[src/hw/rtl/asp_pkg.sv]
// Shared constants, widths and control types for the appliance subset power match block.
// Used by the channel interfaces, the controller, the datapath and the top level.
// No dependencies.
`default_nettype none

package asp_pkg;

   // Field widths.
   localparam int POWER_W = 20;
   localparam int MEAS_W  = 23;
   localparam int MASK_W  = 7;

   // Adder tree widths over eight lanes: pairs, quads and the full sum.
   localparam int LANES  = 8;
   localparam int PAIR_W = POWER_W + 1;
   localparam int QUAD_W = POWER_W + 2;
   localparam int SUM_W  = POWER_W + 3;

   // Register file layout.
   localparam int REG_COUNT  = 8;
   localparam int IDX_W      = 3;
   localparam int POWER_REGS = 7;
   localparam logic [IDX_W-1:0] REG_TOLERANCE = 3'd7;

   // Register reset values.
   localparam logic [POWER_W-1:0] APPLIANCE_1_RESET = 20'd22372;
   localparam logic [POWER_W-1:0] TOLERANCE_RESET   = 20'd500;

   // Default appliance count.
   localparam int NUM_APPLIANCES_DEFAULT = 7;

   // Commands from the controller to the datapath.
   typedef struct packed {
      logic load;
      logic flush;
      logic issue;
      logic capture;
      logic publish;
   } dp_cmd_type;

   // Status from the end of the datapath pipeline.
   typedef struct packed {
      logic hit;
      logic last_done;
   } dp_status_type;

endpackage

`default_nettype wire

[src/hw/rtl/asp_if.sv]
// Valid/ready channel interfaces for measurement requests and match responses.
// Depends on asp_pkg for the field widths.
`default_nettype none

interface asp_req_if;
   logic                         valid;
   logic                         ready;
   logic [asp_pkg::MEAS_W-1:0]   measured_power;

   modport source (output valid, output measured_power, input ready);
   modport sink   (input valid, input measured_power, output ready);
endinterface

interface asp_rsp_if;
   logic                         valid;
   logic                         ready;
   logic [asp_pkg::MASK_W-1:0]   on_mask;
   logic                         found;

   modport source (output valid, output on_mask, output found, input ready);
   modport sink   (input valid, input on_mask, input found, output ready);
endinterface

`default_nettype wire

[src/hw/rtl/appliance_subset_power_match.sv]
// Top level of the appliance subset power match block: joins the controller and the datapath.
// Depends on asp_pkg, asp_if (channel interfaces), asp_ctrl and asp_dp.
//
//   Channel  | Direction | Payload                         | Handshake
//   req_bus  | in        | measured_power[22:0]            | valid / ready
//   rsp_bus  | out       | on_mask[6:0], found             | valid / ready
//   csr_*    | in        | csr_index[2:0], csr_write_data  | csr_write_enable, no stall
//
// One measurement is searched at a time, one combination per cycle through a
// four-stage adder tree and compare. The search ends at the first matching
// combination, or once all 2^NUM_APPLIANCES combinations have passed with no
// match. The output register lets the next beat be taken while a result waits;
// a stalled result delays only the publish of the following one. Reset is
// synchronous and restores register defaults.
`default_nettype none

module appliance_subset_power_match #(
   parameter int NUM_APPLIANCES = asp_pkg::NUM_APPLIANCES_DEFAULT
) (
   input  wire logic                          clock,
   input  wire logic                          reset,
   asp_req_if.sink                            req_bus,
   asp_rsp_if.source                          rsp_bus,
   input  wire logic                          csr_write_enable,
   input  wire logic [asp_pkg::IDX_W-1:0]     csr_index,
   input  wire logic [asp_pkg::POWER_W-1:0]   csr_write_data
);

   asp_pkg::dp_cmd_type       cmd;
   asp_pkg::dp_status_type    status;
   logic [NUM_APPLIANCES-1:0] combo;

   // Sequencing.
   asp_ctrl #(
      .NUM_APPLIANCES (NUM_APPLIANCES)
   ) u_ctrl (
      .clock     (clock),
      .reset     (reset),
      .req_valid (req_bus.valid),
      .req_ready (req_bus.ready),
      .rsp_valid (rsp_bus.valid),
      .rsp_ready (rsp_bus.ready),
      .status    (status),
      .cmd       (cmd),
      .combo     (combo)
   );

   // Arithmetic and registers.
   asp_dp #(
      .NUM_APPLIANCES (NUM_APPLIANCES)
   ) u_dp (
      .clock            (clock),
      .reset            (reset),
      .csr_write_enable (csr_write_enable),
      .csr_index        (csr_index),
      .csr_write_data   (csr_write_data),
      .measured_power   (req_bus.measured_power),
      .cmd              (cmd),
      .combo            (combo),
      .status           (status),
      .on_mask          (rsp_bus.on_mask),
      .found            (rsp_bus.found)
   );

endmodule

`default_nettype wire

[src/hw/rtl/asp_ctrl.sv]
// Controller state machine: walks the combination counter and sequences load, search,
// capture and publish. Depends on asp_pkg for command and status types.
`default_nettype none

module asp_ctrl #(
   parameter int NUM_APPLIANCES = asp_pkg::NUM_APPLIANCES_DEFAULT
) (
   input  wire logic                          clock,
   input  wire logic                          reset,
   input  wire logic                          req_valid,
   output logic                               req_ready,
   output logic                               rsp_valid,
   input  wire logic                          rsp_ready,
   input  wire asp_pkg::dp_status_type        status,
   output asp_pkg::dp_cmd_type                cmd,
   output logic [NUM_APPLIANCES-1:0]          combo
);

   localparam logic [1:0] S_IDLE  = 2'd0;
   localparam logic [1:0] S_RUN   = 2'd1;
   localparam logic [1:0] S_DRAIN = 2'd2;
   localparam logic [1:0] S_PUB   = 2'd3;

   logic [1:0]                state_ff, state_in;
   logic [NUM_APPLIANCES-1:0] cnt_ff, cnt_in;
   logic                      rsp_valid_ff, rsp_valid_in;

   // Next-state and command decode.
   always_comb begin
      state_in     = state_ff;
      cnt_in       = cnt_ff;
      rsp_valid_in = rsp_valid_ff;
      cmd          = '0;
      if (rsp_ready) begin
         rsp_valid_in = 1'b0;
      end
      unique case (state_ff)
         S_IDLE: begin
            if (req_valid) begin
               cmd.load  = 1'b1;
               cmd.flush = 1'b1;
               cnt_in    = '0;
               state_in  = S_RUN;
            end
         end
         S_RUN: begin
            // A hit ends the search at once; later combinations are discarded.
            if (status.hit) begin
               cmd.capture = 1'b1;
               cmd.flush   = 1'b1;
               state_in    = S_PUB;
            end else begin
               cmd.issue = 1'b1;
               if (cnt_ff == '1) begin
                  state_in = S_DRAIN;
               end else begin
                  cnt_in = NUM_APPLIANCES'(cnt_ff + 1'b1);
               end
            end
         end
         S_DRAIN: begin
            if (status.hit || status.last_done) begin
               cmd.capture = 1'b1;
               cmd.flush   = 1'b1;
               state_in    = S_PUB;
            end
         end
         S_PUB: begin
            // Move the result into the output register once it is free.
            if (!rsp_valid_ff || rsp_ready) begin
               cmd.publish  = 1'b1;
               rsp_valid_in = 1'b1;
               state_in     = S_IDLE;
            end
         end
         default: state_in = S_IDLE;
      endcase
   end

   // State registers.
   always_ff @(posedge clock) begin
      if (reset) begin
         state_ff     <= S_IDLE;
         cnt_ff       <= '0;
         rsp_valid_ff <= 1'b0;
      end else begin
         state_ff     <= state_in;
         cnt_ff       <= cnt_in;
         rsp_valid_ff <= rsp_valid_in;
      end
   end

   assign req_ready = (state_ff == S_IDLE);
   assign rsp_valid = rsp_valid_ff;
   assign combo     = cnt_ff;

endmodule

`default_nettype wire

[src/hw/rtl/asp_dp.sv]
// Datapath: configuration registers, a registered adder tree over the appliance lanes,
// the tolerance compare and the result and output registers. Depends on asp_pkg.
`default_nettype none

module asp_dp #(
   parameter int NUM_APPLIANCES = asp_pkg::NUM_APPLIANCES_DEFAULT
) (
   input  wire logic                          clock,
   input  wire logic                          reset,
   input  wire logic                          csr_write_enable,
   input  wire logic [asp_pkg::IDX_W-1:0]     csr_index,
   input  wire logic [asp_pkg::POWER_W-1:0]   csr_write_data,
   input  wire logic [asp_pkg::MEAS_W-1:0]    measured_power,
   input  wire asp_pkg::dp_cmd_type           cmd,
   input  wire logic [NUM_APPLIANCES-1:0]     combo,
   output asp_pkg::dp_status_type             status,
   output logic [asp_pkg::MASK_W-1:0]         on_mask,
   output logic                               found
);

   localparam int PowerW = asp_pkg::POWER_W;
   localparam int PairW  = asp_pkg::PAIR_W;
   localparam int QuadW  = asp_pkg::QUAD_W;
   localparam int SumW   = asp_pkg::SUM_W;
   localparam int MaskW  = asp_pkg::MASK_W;
   localparam int Lanes  = asp_pkg::LANES;
   localparam int PowerRegs = asp_pkg::POWER_REGS;

   logic [PowerW-1:0] power_ff [PowerRegs];
   logic [PowerW-1:0] tol_ff;
   logic [SumW-1:0]   meas_ff;

   // Configuration registers; the tolerance sits at the last index.
   always_ff @(posedge clock) begin
      if (reset) begin
         for (int k = 0; k < PowerRegs; k++) begin
            power_ff[k] <= (k == 0) ? asp_pkg::APPLIANCE_1_RESET : '0;
         end
         tol_ff      <= asp_pkg::TOLERANCE_RESET;
      end else if (csr_write_enable) begin
         if (csr_index == asp_pkg::REG_TOLERANCE) begin
            tol_ff <= csr_write_data;
         end else begin
            power_ff[csr_index] <= csr_write_data;
         end
      end
   end

   // Measurement latch.
   always_ff @(posedge clock) begin
      if (cmd.load) begin
         meas_ff <= measured_power;
      end
   end

   // Lane selection: an appliance contributes its power when its combination bit is set.
   logic [PowerW-1:0] lane_val [Lanes];
   for (genvar k = 0; k < Lanes; k++) begin : g_lane
      if (k < NUM_APPLIANCES && k < PowerRegs) begin : g_on
         assign lane_val[k] = combo[k] ? power_ff[k] : '0;
      end else begin : g_off
         assign lane_val[k] = '0;
      end
   end

   // Pipeline valid bits and combination tags.
   logic                      v1_ff, v2_ff, v3_ff, v4_ff;
   logic [NUM_APPLIANCES-1:0] c1_ff, c2_ff, c3_ff, c4_ff;
   logic [PairW-1:0]          pair_ff [Lanes/2];
   logic [QuadW-1:0]          quad_ff [Lanes/4];
   logic [SumW-1:0]           sum_ff;
   logic                      hit4_ff;
   logic [SumW-1:0]           diff;
   logic                      hit3;

   // The flush clears every stage; it also overrides a same-cycle issue.
   always_ff @(posedge clock) begin
      if (reset || cmd.flush) begin
         v1_ff <= 1'b0;
         v2_ff <= 1'b0;
         v3_ff <= 1'b0;
         v4_ff <= 1'b0;
      end else begin
         v1_ff <= cmd.issue;
         v2_ff <= v1_ff;
         v3_ff <= v2_ff;
         v4_ff <= v3_ff;
      end
   end

   // Adder tree stages, one level per register.
   always_ff @(posedge clock) begin
      for (int j = 0; j < Lanes / 2; j++) begin
         pair_ff[j] <= PairW'(lane_val[2*j]) + PairW'(lane_val[2*j+1]);
      end
      for (int j = 0; j < Lanes / 4; j++) begin
         quad_ff[j] <= QuadW'(pair_ff[2*j]) + QuadW'(pair_ff[2*j+1]);
      end
      sum_ff <= SumW'(quad_ff[0]) + SumW'(quad_ff[1]);
      c1_ff  <= combo;
      c2_ff  <= c1_ff;
      c3_ff  <= c2_ff;
      c4_ff  <= c3_ff;
   end

   // Absolute difference against the measurement, compared with the tolerance.
   always_comb begin
      if (sum_ff >= meas_ff) begin
         diff = sum_ff - meas_ff;
      end else begin
         diff = meas_ff - sum_ff;
      end
      hit3 = (diff < SumW'(tol_ff));
   end

   always_ff @(posedge clock) begin
      hit4_ff <= hit3;
   end

   assign status.hit       = v4_ff && hit4_ff;
   assign status.last_done = v4_ff && (c4_ff == '1);

   // Result holding register, then the output register.
   logic             res_found_ff;
   logic [MaskW-1:0] res_mask_ff;
   logic             out_found_ff;
   logic [MaskW-1:0] out_mask_ff;

   always_ff @(posedge clock) begin
      if (cmd.capture) begin
         res_found_ff <= status.hit;
         res_mask_ff  <= status.hit ? MaskW'(c4_ff) : '0;
      end
      if (cmd.publish) begin
         out_found_ff <= res_found_ff;
         out_mask_ff  <= res_mask_ff;
      end
   end

   assign on_mask = out_mask_ff;
   assign found   = out_found_ff;

endmodule

`default_nettype wire

[src/flat_wrapper.sv]
// flat-port wrapper written by rule: the top's interface ports become plain ports
module appliance_subset_power_match_flat 
#(
   parameter int NUM_APPLIANCES = asp_pkg::NUM_APPLIANCES_DEFAULT
)
  (clock, reset, csr_write_enable, csr_index, csr_write_data, req_bus_valid, req_bus_measured_power, req_bus_ready, rsp_bus_valid, rsp_bus_on_mask, rsp_bus_found, rsp_bus_ready);
  asp_req_if req_bus_i ();
  asp_rsp_if rsp_bus_i ();
  input  wire logic clock;
  input  wire logic reset;
  input  wire logic csr_write_enable;
  input  wire logic [asp_pkg::IDX_W-1:0] csr_index;
  input  wire logic [asp_pkg::POWER_W-1:0] csr_write_data;
  input wire logic [$bits(req_bus_i.valid)-1:0] req_bus_valid;
  input wire logic [$bits(req_bus_i.measured_power)-1:0] req_bus_measured_power;
  output wire logic [$bits(req_bus_i.ready)-1:0] req_bus_ready;
  output wire logic [$bits(rsp_bus_i.valid)-1:0] rsp_bus_valid;
  output wire logic [$bits(rsp_bus_i.on_mask)-1:0] rsp_bus_on_mask;
  output wire logic [$bits(rsp_bus_i.found)-1:0] rsp_bus_found;
  input wire logic [$bits(rsp_bus_i.ready)-1:0] rsp_bus_ready;
  assign req_bus_i.valid = req_bus_valid;
  assign req_bus_i.measured_power = req_bus_measured_power;
  assign req_bus_ready = req_bus_i.ready;
  assign rsp_bus_valid = rsp_bus_i.valid;
  assign rsp_bus_on_mask = rsp_bus_i.on_mask;
  assign rsp_bus_found = rsp_bus_i.found;
  assign rsp_bus_i.ready = rsp_bus_ready;
  appliance_subset_power_match #(.NUM_APPLIANCES(NUM_APPLIANCES)) u_core (.clock(clock), .reset(reset), .req_bus(req_bus_i), .rsp_bus(rsp_bus_i), .csr_write_enable(csr_write_enable), .csr_index(csr_index), .csr_write_data(csr_write_data));
endmodule
[config.mk]
export PLATFORM = sky130hd
export DESIGN_NAME = appliance_subset_power_match_flat
export DESIGN_NICKNAME = d
export VERILOG_FILES = /design/src/hw/rtl/asp_pkg.sv /design/src/hw/rtl/asp_if.sv /design/src/hw/rtl/appliance_subset_power_match.sv /design/src/hw/rtl/asp_ctrl.sv /design/src/hw/rtl/asp_dp.sv /design/src/flat_wrapper.sv
export SDC_FILE = /design/constraint.sdc
export NUM_CORES = 1
export LEC_CHECK = 0
export ABC_AREA = 1
export BUFFER_PORTS_ARGS = -buffer_cell sky130_fd_sc_hd__buf_4
export CORE_MARGIN = 2
export CORE_UTILIZATION = 65
export CTS_CLUSTER_DIAMETER = 120
export CTS_CLUSTER_SIZE = 14
export DETAILED_ROUTE_END_ITERATION = 10
export GPL_ROUTABILITY_DRIVEN = 0
export PLACE_DENSITY = 0.84
export SLEW_MARGIN = 20
export SYNTH_ARGS = -nofsm -noshare
export SYNTH_HDL_FRONTEND = slang
export SYNTH_SLANG_ARGS = --single-unit
export TNS_END_PERCENT = 100
[constraint.sdc]
create_clock -name clock -period 8.1 [get_ports clock]
set_input_delay 1.62 -clock clock [delete_from_list [all_inputs] [get_ports clock]]
set_output_delay 1.62 -clock clock [all_outputs]
set_load 0.01 [all_outputs]
==> results of run 1 <==
-- routing by layer --
metal | GRT usage [%] | part of all wire (%) | vias to the layer above
li1 | - | - | 8806
met1 | 37.5 | 39 | 8298
met2 | 52.5 | 47 | 912
met3 | 4.67 | 8.8 | 207
met4 | 17.3 | 5.9 | 0
met5 | 0 | 0 | -
-- worst max-delay path, delay by kind of cell --
kind	cells	cell delay, ns
and+or+nand+nor	6	2.27
buffers and inverters	4	0.45
-- final timing paths --
kind / startpoint / end / slack [ns] / depth (start not counted)
worst max register to register: u_core.u_dp.meas_ff[10] / u_core.u_dp.hit4_ff / 4.26 / 22
worst min-delay path: u_core.u_dp.c2_ff[4] / u_core.u_dp.c3_ff[4] / 0.32 / 0
worst min register to register: u_core.u_dp.c2_ff[4] / u_core.u_dp.c3_ff[4] / 0.32 / 0
worst max-delay path: csr_index[2] / u_core.u_dp.power_ff[1][6] / 3.95 / 10
-- metrics by stage --
step | setup WS [ns] | instance area [sq um]
after floorplan | 3.76 | 21800
after global placement | 3.14 | 22700
after detailed placement | 3.27 | 22700
after CTS | 3.84 | 23500
after global routing | 3.68 | 23500
final | 3.95 | 23500
-- power by group through the flow --
stage          Sequential (uW)  Combinational, uW  Clock (uW)
3_3_place_gp              2340               1160           0
3_5_place_dp              2350               1210           0
6_report                  2310               1250        1370
5_1_grt                   2310               1380        1450
4_1_cts                   2300               1220        1380
2_1_floorplan             2300                885           0
-- kinds of logic (layout without fill, tap and decap cells) --
logic type	count (synthesis)	count (layout)
AO/OA/AOI/OAI	421	421
flip-flops	392	392
AND/OR/NAND/NOR	1069	1069
buffers and inverters	513	581
adder cells (fa/ha/maj)	200	200
XOR/XNOR	131	131
-- cell usage in the layout (no fill, tap or decap), types with 14 or more instances in the layout --
cell type  count
xnor2_1       47
nand2_1      644
edfxtp_1     159
nor3_1        25
a31oi_1       14
dfxtp_1      233
nand4_1       23
nand2_2       14
a21o_1        16
buf_4         65
o21ai_0      124
ha_1         192
inv_1        464
clkbuf_1      17
o21bai_1      25
nand3_1       69
clkbuf_16     31
xor2_1        84
a21oi_1      191
nor2_1       270
-- sequential cells by signal, summed over array words and instances, names as in the netlist, 7 cells and up --
signal                   flops
u_core.u_ctrl.combo          7
u_core.u_dp.tol_ff          20
u_core.u_dp.sum_ff          23
u_core.u_dp.pair_ff         83
u_core.u_dp.quad_ff         44
u_core.u_dp.c4_ff            7
u_core.u_dp.meas_ff         23
u_core.u_dp.power_ff       140
u_core.u_dp.res_mask_ff      7
u_core.u_dp.on_mask          7
u_core.u_dp.c1_ff            7
u_core.u_dp.c3_ff            7
u_core.u_dp.c2_ff            7
-- cell type report --
class	instances	area share [%]
clock buffer	48	3.57
multi-input combinational	1821	44.3
tap	448	2.38
inverter	467	7.46
clock inverter	1	0.0373
sequential	392	40.2
timing repair buffer	65	2.08
-- cells in the mapped netlist (all sizes together) (2+ instances only) --
| cell type | instances |
|---|---|
| buf | 10 |
| dfxtp | 233 |
| nand3 | 70 |
| o31ai | 4 |
| nand4 | 24 |
| o21ai | 131 |
| o21bai | 25 |
| a211oi | 7 |
| xnor2 | 47 |
| o211a | 2 |
| and2 | 2 |
| o211ai | 9 |
| a31oi | 14 |
| o21a | 8 |
| nor4 | 4 |
| a21boi | 12 |
| clkbuf | 36 |
| ha | 192 |
| edfxtp | 159 |
| inv | 466 |
| a21oi | 192 |
| nor2 | 281 |
| xor2 | 84 |
| nand2 | 659 |
| a21o | 16 |
| fa | 8 |
| nor3 | 26 |
==> results.json, run 1 <==
{
  "status": "finished, final reports clean",
  "worstPathCellList": "buf_4 -> inv_1 -> nor2_1 -> inv_1 -> nand2_1 -> nor2_2 -> inv_1 -> nor3_1 -> nand2_1 -> nand2_1",
  "totalNegativeSetupSlack_ns": 0,
  "finalClockSkew_ns": 0.0168,
  "p_leak_uw": 0.0122,
  "fill_cells": 2543,
  "antenna_left": 0,
  "yosysTopAreaCell": "edfxtp_1",
  "crit_arrival_ns": 4.36,
  "syn_avg_cell_area_sq_um": 8.00,
  "clockPowerShare_pct": 27.8,
  "grt_max_degree": 42,
  "io_pins": 61,
  "max_freq_mhz": 241,
  "synth-main-ff-cell": "dfxtp_1",
  "numCtsBuffers": 31,
  "synth_top_family_by_area": "simple AND/OR/NAND/NOR gates",
  "slew_violations": 0,
  "start_kind": "input port",
  "num_vias": 18200,
  "cts_tree": "yes",
  "drtIter0Drc": 1878,
  "initial_core_util_pct": 65.5,
  "clockBufferDepth": 3,
  "seq_area_frac_synth_pct": 43.3,
  "clockRootBuffer": "clkbuf_16",
  "syn_nets": 2977,
  "wl_per_cell_um": 16.9,
  "dpl.hpwl_mm": 42.4,
  "clk_latency_ns": 0.58,
  "whs_ns": 0.323,
  "slew_headroom_pct": 19.6,
  "rows": 67,
  "die_h_um": 187,
  "overflow": 0,
  "io_buffers": 60,
  "hold_violations": 0,
  "yosysWarnings": 0,
  "internal-power_uw": 3340,
  "fp.coreArea_sq_um": 33300,
  "register_area_sq_um": 9440,
  "synth-simple-area-share_pct": 19.9,
  "setup_violations": 0,
  "yosysTopAreaCellShare_pct": 21.9,
  "p_switching_uw": 1590,
  "synthTopCellsByArea": "edfxtp_1 (22%), dfxtp_1 (21%), nand2_1 (11%), ha_1 (11%), inv_1 (8.0%)",
  "worst_slew_pin_slew_ns": 1.20,
  "nNetsFinal": 3029,
  "ys_ff_latch": 392,
  "syn_to_final_growth_pct": 7.78,
  "clk_pin_slew_ns": 0.07,
  "cts-resized-gates": 0,
  "multi_input_area_sq_um": 10400,
  "swShare_pct": 32.2,
  "power_uw": 4930,
  "min_path_type": "flop to flop",
  "critical_path_class": "input port to flop",
  "cts_setup_buffers": 0,
  "drive_gt1_share_pct": 4.87,
  "grt_usage_pct": 30.8,
  "clock-sinks": 392,
  "peakVddDrop_v": 0.000174,
  "viasPerCell": 5.62,
  "dieArea_sq_um": 35000,
  "holdBufCountCts": 0,
  "cpMaxStageDelayCell": "nand2_1",
  "drt_drc_violations_left": 0,
  "finalWirelength_mm": 54.6,
  "fin_crit_sh_pct": 51.2,
  "firstDrtPassIters": 10,
  "fin_crit_ns": 4.15,
  "rsz0062_at_grt": "false",
  "htreeDepth": 1,
  "synth_mux_area_share_pct": 0,
  "synth_edf_count": 159,
  "synthAdderAreaFrac_pct": 11.7,
  "power_density_nw_per_um2": 210,
  "crit_required_ns": 8.31,
  "worstPathMaxFanout": 24,
  "synth_cells": 2726,
  "grt_pass1_vias": 17800,
  "grt_antenna_before_repair": 0,
  "p_comb_share_pct": 25.4,
  "layout.cells.non_filler": 3242,
  "grt_pass1_wl_mm": 86.9,
  "synthArstFlopShare_pct": 0,
  "placed_cells": 3193,
  "synth_compound_area_share_pct": 10.8,
  "die_w_um": 187,
  "drv_cap": 0,
  "cpPeakStageDelay_ns": 0.77,
  "synth_xor_xnor_area_share_pct": 5.26,
  "seqPwrFrac_pct": 46.8,
  "syn_area_sq_um": 21800,
  "synth_cell_types": 47,
  "antennaDiodeCount": 0,
  "end_kind": "flop",
  "final_core_util_pct": 70.6
}
No activity file was read; power rests on OpenSTA's default activity.
==> inputs of run 2 (changes only) <==
--- a/config.mk
+++ b/config.mk
@@ -8,12 +8,12 @@
 export ABC_AREA = 1
 export BUFFER_PORTS_ARGS = -buffer_cell sky130_fd_sc_hd__buf_4
 export CORE_MARGIN = 2
-export CORE_UTILIZATION = 65
+export CORE_UTILIZATION = 63
 export CTS_CLUSTER_DIAMETER = 120
 export CTS_CLUSTER_SIZE = 14
 export DETAILED_ROUTE_END_ITERATION = 10
 export GPL_ROUTABILITY_DRIVEN = 0
-export PLACE_DENSITY = 0.84
+export PLACE_DENSITY = 0.81
 export SLEW_MARGIN = 20
 export SYNTH_ARGS = -nofsm -noshare
 export SYNTH_HDL_FRONTEND = slang
==> constraint.sdc (replaced) <==
create_clock -name clock -period 3.95 [get_ports clock]
set_input_delay 0.79 -clock clock [delete_from_list [all_inputs] [get_ports clock]]
set_output_delay 0.79 -clock clock [all_outputs]
set_load 0.01 [all_outputs]
==> run 2 against run 1 <==
Die area increased by 3.1%. Global-route usage shrank 0.23 points. Register-to-register slack worse by 3.9 ns.
==> results.json, run 2 (synthesis results as in run 1) <==
{
  "clockRootBuffer": "clkbuf_16",
  "placed_cells": 3216,
  "max_freq_mhz": 276,
  "initial_core_util_pct": 63.6,
  "largest_reg_flops": 140,
  "slew_headroom_pct": 26.2,
  "clk_pin_slew_ns": 0.08,
  "antennaDiodeCount": 0,
  "min_path_type": "flop to flop",
  "final_common_cell": "nand2_1",
  "die_h_um": 190,
  "fp.coreArea_sq_um": 34300,
  "power_density_nw_per_um2": 428,
  "layout_common_cells": "nand2_1 (644), inv_1 (464), nor2_1 (272), dfxtp_1 (233), ha_1 (192)",
  "antenna_left": 0,
  "numCtsBuffers": 31,
  "reg_top3": "u_core.u_dp.power_ff: 140 flops, u_core.u_dp.pair_ff: 83 flops, u_core.u_dp.quad_ff: 44 flops",
  "slew_violations": 0,
  "dpl.hpwl_mm": 42.8,
  "setup_violations": 0,
  "start_kind": "flop",
  "hold_violations": 0,
  "clk_latency_ns": 0.58,
  "peakVddDrop_v": 0.000371,
  "finalWirelength_mm": 55.2,
  "firstDrtPassIters": 5,
  "setup_slack_ns": 0.331,
  "whs_path_depth": 0,
  "wl_per_cell_um": 16.9,
  "worst_slew_pin_slew_ns": 1.10,
  "overflow": 0,
  "cts_tree": "yes",
  "p_leak_uw": 0.0123,
  "clockBufferDepth": 3,
  "finalClockSkew_ns": 0.0183,
  "crit_arrival_ns": 4.14,
  "final_area_sq_um": 23700,
  "status": "finished, final reports clean",
  "regMostFlops": "u_core.u_dp.power_ff",
  "drtIter0Drc": 1706,
  "worstPathMaxFanout": 8,
  "drv_cap": 0,
  "critical_path_class": "flop to flop",
  "end_kind": "flop",
  "fin_crit_ns": 3.62,
  "die_w_um": 190,
  "grt_max_degree": 40,
  "clock-sinks": 392,
  "htreeDepth": 1,
  "dp_slack_ns": 0.338,
  "grt_antenna_before_repair": 0,
  "crit_required_ns": 4.47,
  "grt_usage_pct": 30.6,
  "drive_gt1_share_pct": 5.47,
  "power_uw": 10100,
  "num_vias": 18300,
  "placed_area_sq_um": 22800,
  "layout.cells.non_filler": 3272,
  "reg2regPathDepth": 24,
  "grt_pass1_vias": 17700,
  "viasPerCell": 5.60,
  "syn_to_final_growth_pct": 8.56,
  "io_pins": 61,
  "r2r_slack_ns": 0.33,
  "dieArea_sq_um": 36100,
  "fin_crit_sh_pct": 91.6,
  "drt_drc_violations_left": 0,
  "rows": 68,
  "nNetsFinal": 3049,
  "io_buffers": 60,
  "grt_pass1_wl_mm": 87.7
}
run 2: changes by cell type in the layout (fill, tap and decap cells not counted):
cell and change:
buf_4 +19, clkbuf_1 +3, nand4_2 +1, nor2_1 +2, nor2_2 -2, o21ai_0 -1, o21ai_1 +1
run 2: where the power goes:
group / internal [uW] / leakage, uW / switching, uW / total, uW
clock network: 1450 / 0.000410 / 1380 / 2830
logic: 888 / 0.00850 / 1710 / 2600
registers: 4540 / 0.00339 / 170 / 4710
run 2: path summary, 6_finish.rpt:
check | start | end
max | u_core.u_dp.meas_ff[9] | u_core.u_dp.hit4_ff
min | u_core.u_dp.c2_ff[6] | u_core.u_dp.c3_ff[6]
max reg2reg | u_core.u_dp.meas_ff[9] | u_core.u_dp.hit4_ff
min reg2reg | u_core.u_dp.c2_ff[6] | u_core.u_dp.c3_ff[6]
run 2: per-layer routing:
layer | wire length [um] | GRT usage (%)
met5 | 0 | 0
met4 | 2860 | 14.6
met3 | 4550 | 4.06
met2 | 26000 | 52.4
met1 | 21800 | 38.3
run 2: repair_timing:
item / in CTS / in global routing
endpoints found under the setup margin: 0 / 1
hold buffers: 0 / 0
setup buffers: 0 / 3
resized for setup: 0 / 1
run 2: critical path, cell delays in order (launching register included):
cell and delay (ns):
edfxtp_1 0.36, inv_1 0.06, ha_1 0.39, nand2_2 0.15, inv_1 0.05, nand2_1 0.06, nand2_1 0.08, nand2_1 0.08
nand2_1 0.06, nand2_1 0.19, nand3_2 0.12, nor2_4 0.23, buf_4 0.18, nand2_1 0.05, nand2_1 0.08, xnor2_1 0.13
inv_1 0.07, ha_1 0.29, a21oi_1 0.19, a21oi_1 0.09, o21ai_0 0.19, nand2_1 0.11, nand2_1 0.07, a21boi_0 0.10
nor3_2 0.18
run 2: stage by stage:
stage                     utilization (%)  TNS [ns]  hold slack [ns]
after floorplan                         -         0            0.310
final                                69.1         0            0.327
after detailed placement             66.5         0            0.312
after global placement               66.5         0            0.310
after CTS                            69.0         0            0.324
after global routing                 69.1   -0.0132            0.333
run 2: cell type report:
class / count / area, sq um
clock buffer: 51 / 851
clock inverter: 1 / 8.76
fill: 2743 / 10600
inverter: 467 / 1750
multi-input combinational: 1822 / 10400
sequential: 392 / 9440
tap: 455 / 569
timing repair buffer: 84 / 631
==> inputs of run 3 (changes only) <==
--- a/config.mk
+++ b/config.mk
@@ -6,14 +6,14 @@
 export NUM_CORES = 1
 export LEC_CHECK = 0
 export ABC_AREA = 1
-export BUFFER_PORTS_ARGS = -buffer_cell sky130_fd_sc_hd__buf_4
 export CORE_MARGIN = 2
-export CORE_UTILIZATION = 63
+export CORE_UTILIZATION = 65
 export CTS_CLUSTER_DIAMETER = 120
 export CTS_CLUSTER_SIZE = 14
 export DETAILED_ROUTE_END_ITERATION = 10
+export DONT_BUFFER_PORTS = 1
 export GPL_ROUTABILITY_DRIVEN = 0
-export PLACE_DENSITY = 0.81
+export PLACE_DENSITY = 0.82
 export SLEW_MARGIN = 20
 export SYNTH_ARGS = -nofsm -noshare
 export SYNTH_HDL_FRONTEND = slang
==> run 3 against run 2 <==
Core utilization up 0.80 points. Cell area down 1.8%. Total power down 0.66%. Worst hold slack worse by 0.052 ns. Sequential share of layout area up 0.73 points.
==> results.json, run 3 (synthesis results as in run 1) <==
{
  "max_freq_mhz": 273,
  "worstPathMaxFanout": 6,
  "nNetsFinal": 2989,
  "fin_crit_ns": 3.66,
  "die_w_um": 187,
  "clock-sinks": 392,
  "io_buffers": 0,
  "layout_common_cells": "nand2_1 (644), inv_1 (464), nor2_1 (272), dfxtp_1 (233), ha_1 (192)",
  "clockRootBuffer": "clkbuf_16",
  "power_density_nw_per_um2": 433,
  "layout.cells.non_filler": 3209,
  "drv_cap": 0,
  "clockBufferDepth": 3,
  "clk_pin_slew_ns": 0.07,
  "start_kind": "flop",
  "clk_latency_ns": 0.59,
  "overflow": 0,
  "grt_antenna_before_repair": 2,
  "dpl.hpwl_mm": 42.3,
  "finalWirelength_mm": 54.9,
  "fp.coreArea_sq_um": 33300,
  "min_path_type": "input port to flop",
  "final_core_util_pct": 69.9,
  "multi_input_area_sq_um": 10400,
  "numCtsBuffers": 31,
  "end_kind": "flop",
  "htreeDepth": 1,
  "initial_core_util_pct": 65.5,
  "p_leak_uw": 0.0120,
  "status": "finished, final reports clean",
  "rsz0062_at_grt": "false",
  "wl_per_cell_um": 17.1,
  "grt_max_degree": 42,
  "fill_cells": 2613,
  "antenna_left": 0,
  "reg_top3": "u_core.u_dp.power_ff: 140 flops, u_core.u_dp.pair_ff: 83 flops, u_core.u_dp.quad_ff: 44 flops",
  "num_vias": 18100,
  "fin_crit_sh_pct": 92.7,
  "setup_violations": 0,
  "drt_drc_violations_left": 0,
  "dieArea_sq_um": 35000,
  "totalNegativeSetupSlack_ns": 0,
  "cts-resized-gates": 0,
  "placed_cells": 3147,
  "firstDrtPassIters": 6,
  "worst_slew_pin_slew_ns": 1.12,
  "viasPerCell": 5.66,
  "grt_pass1_vias": 17400,
  "critical_path_class": "flop to flop",
  "finalClockSkew_ns": 0.0248,
  "cts_tree": "yes",
  "grt_usage_pct": 30.8,
  "crit_arrival_ns": 4.16,
  "register_area_sq_um": 9440,
  "final_common_cell": "nand2_1",
  "grt_pass1_wl_mm": 86.6,
  "peakVddDrop_v": 0.000401,
  "die_h_um": 187,
  "drtIter0Drc": 1577,
  "crit_required_ns": 4.45,
  "slew_violations": 0,
  "drive_gt1_share_pct": 3.41,
  "hold_violations": 0,
  "largest_reg_flops": 140,
  "rows": 67,
  "regMostFlops": "u_core.u_dp.power_ff",
  "io_pins": 61,
  "syn_to_final_growth_pct": 6.60,
  "slew_headroom_pct": 25.5,
  "whs_ns": 0.274,
  "holdBufCountCts": 0
}
-- run 3: cell types whose count changed in the layout (fill, tap and decap cells not counted) --
cell      change
buf_12        +1
buf_4        -60
clkbuf_1      +2
diode_2       +2
inv_16        +1
inv_6         -1
nand4_2       -1
o21ai_0       +1
o21ai_1       -1
-- run 3: worst max-delay path, stage by stage (launching register included) --
cell and delay (ns):
edfxtp_1 0.35, inv_1 0.05, ha_1 0.42, nand2_1 0.21, nor2_1 0.38, nand2_1 0.21
nor2_1 0.20, nand2_1 0.13, nand3_1 0.15, xor2_1 0.16, nand2_1 0.07, nand2_1 0.12
inv_1 0.06, ha_1 0.26, nand2_1 0.09, nor2_1 0.05, a211oi_1 0.29, a21boi_0 0.17
nor3_2 0.19
-- run 3: per-layer routing --
layer	track usage (%)	share of wire, %	wire length, um
met5	0	0	0
met1	38.5	40	21900
met4	13.7	5.0	2740
met2	52.9	47	25500
met3	4.93	8.7	4760
-- run 3: path summary, 6_finish.rpt --
kind	startpoint	end	slack, ns	cells after the start
max	u_core.u_dp.meas_ff[12]	u_core.u_dp.hit4_ff	0.29	18
min reg2reg	u_core.u_dp.c3_ff[3]	u_core.u_dp.c4_ff[3]	0.32	0
max reg2reg	u_core.u_dp.meas_ff[12]	u_core.u_dp.hit4_ff	0.29	18
min	reset	u_core.u_ctrl.rsp_valid	0.27	1
-- run 3: cell type report --
cell class              instances  area share (%)
repair buffers                 25           0.861
clock buffers                  53            3.69
multi-input cells            1821            44.8
clock inverters                 1          0.0861
diodes                          2          0.0215
inverters                     467            7.54
well taps                     448            2.41
flip-flops and latches        392            40.6
-- run 3: through the flow --
stage	setup slack, ns	power [uW]	instance area, sq um
6_report	0.290	10100	23300
5_1_grt	0.0263	10500	23300
4_1_cts	0.298	10000	23200
3_5_place_dp	0.346	7200	22300
3_3_place_gp	0.440	7100	22300
2_1_floorplan	0.439	6530	21800
-- run 3: timing repair --
item,4_1_cts,5_1_grt
endpoints found under the setup margin,0,1
hold endpoints to repair,0,0
setup buffers,0,6
-- run 3: report_power, final --
part / switching (uW) / total, uW / internal, uW
Sequential: 160 / 4700 / 4540
Clock: 1400 / 2870 / 1470
Combinational: 1660 / 2510 / 841
Total: 3220 / 10100 / 6850
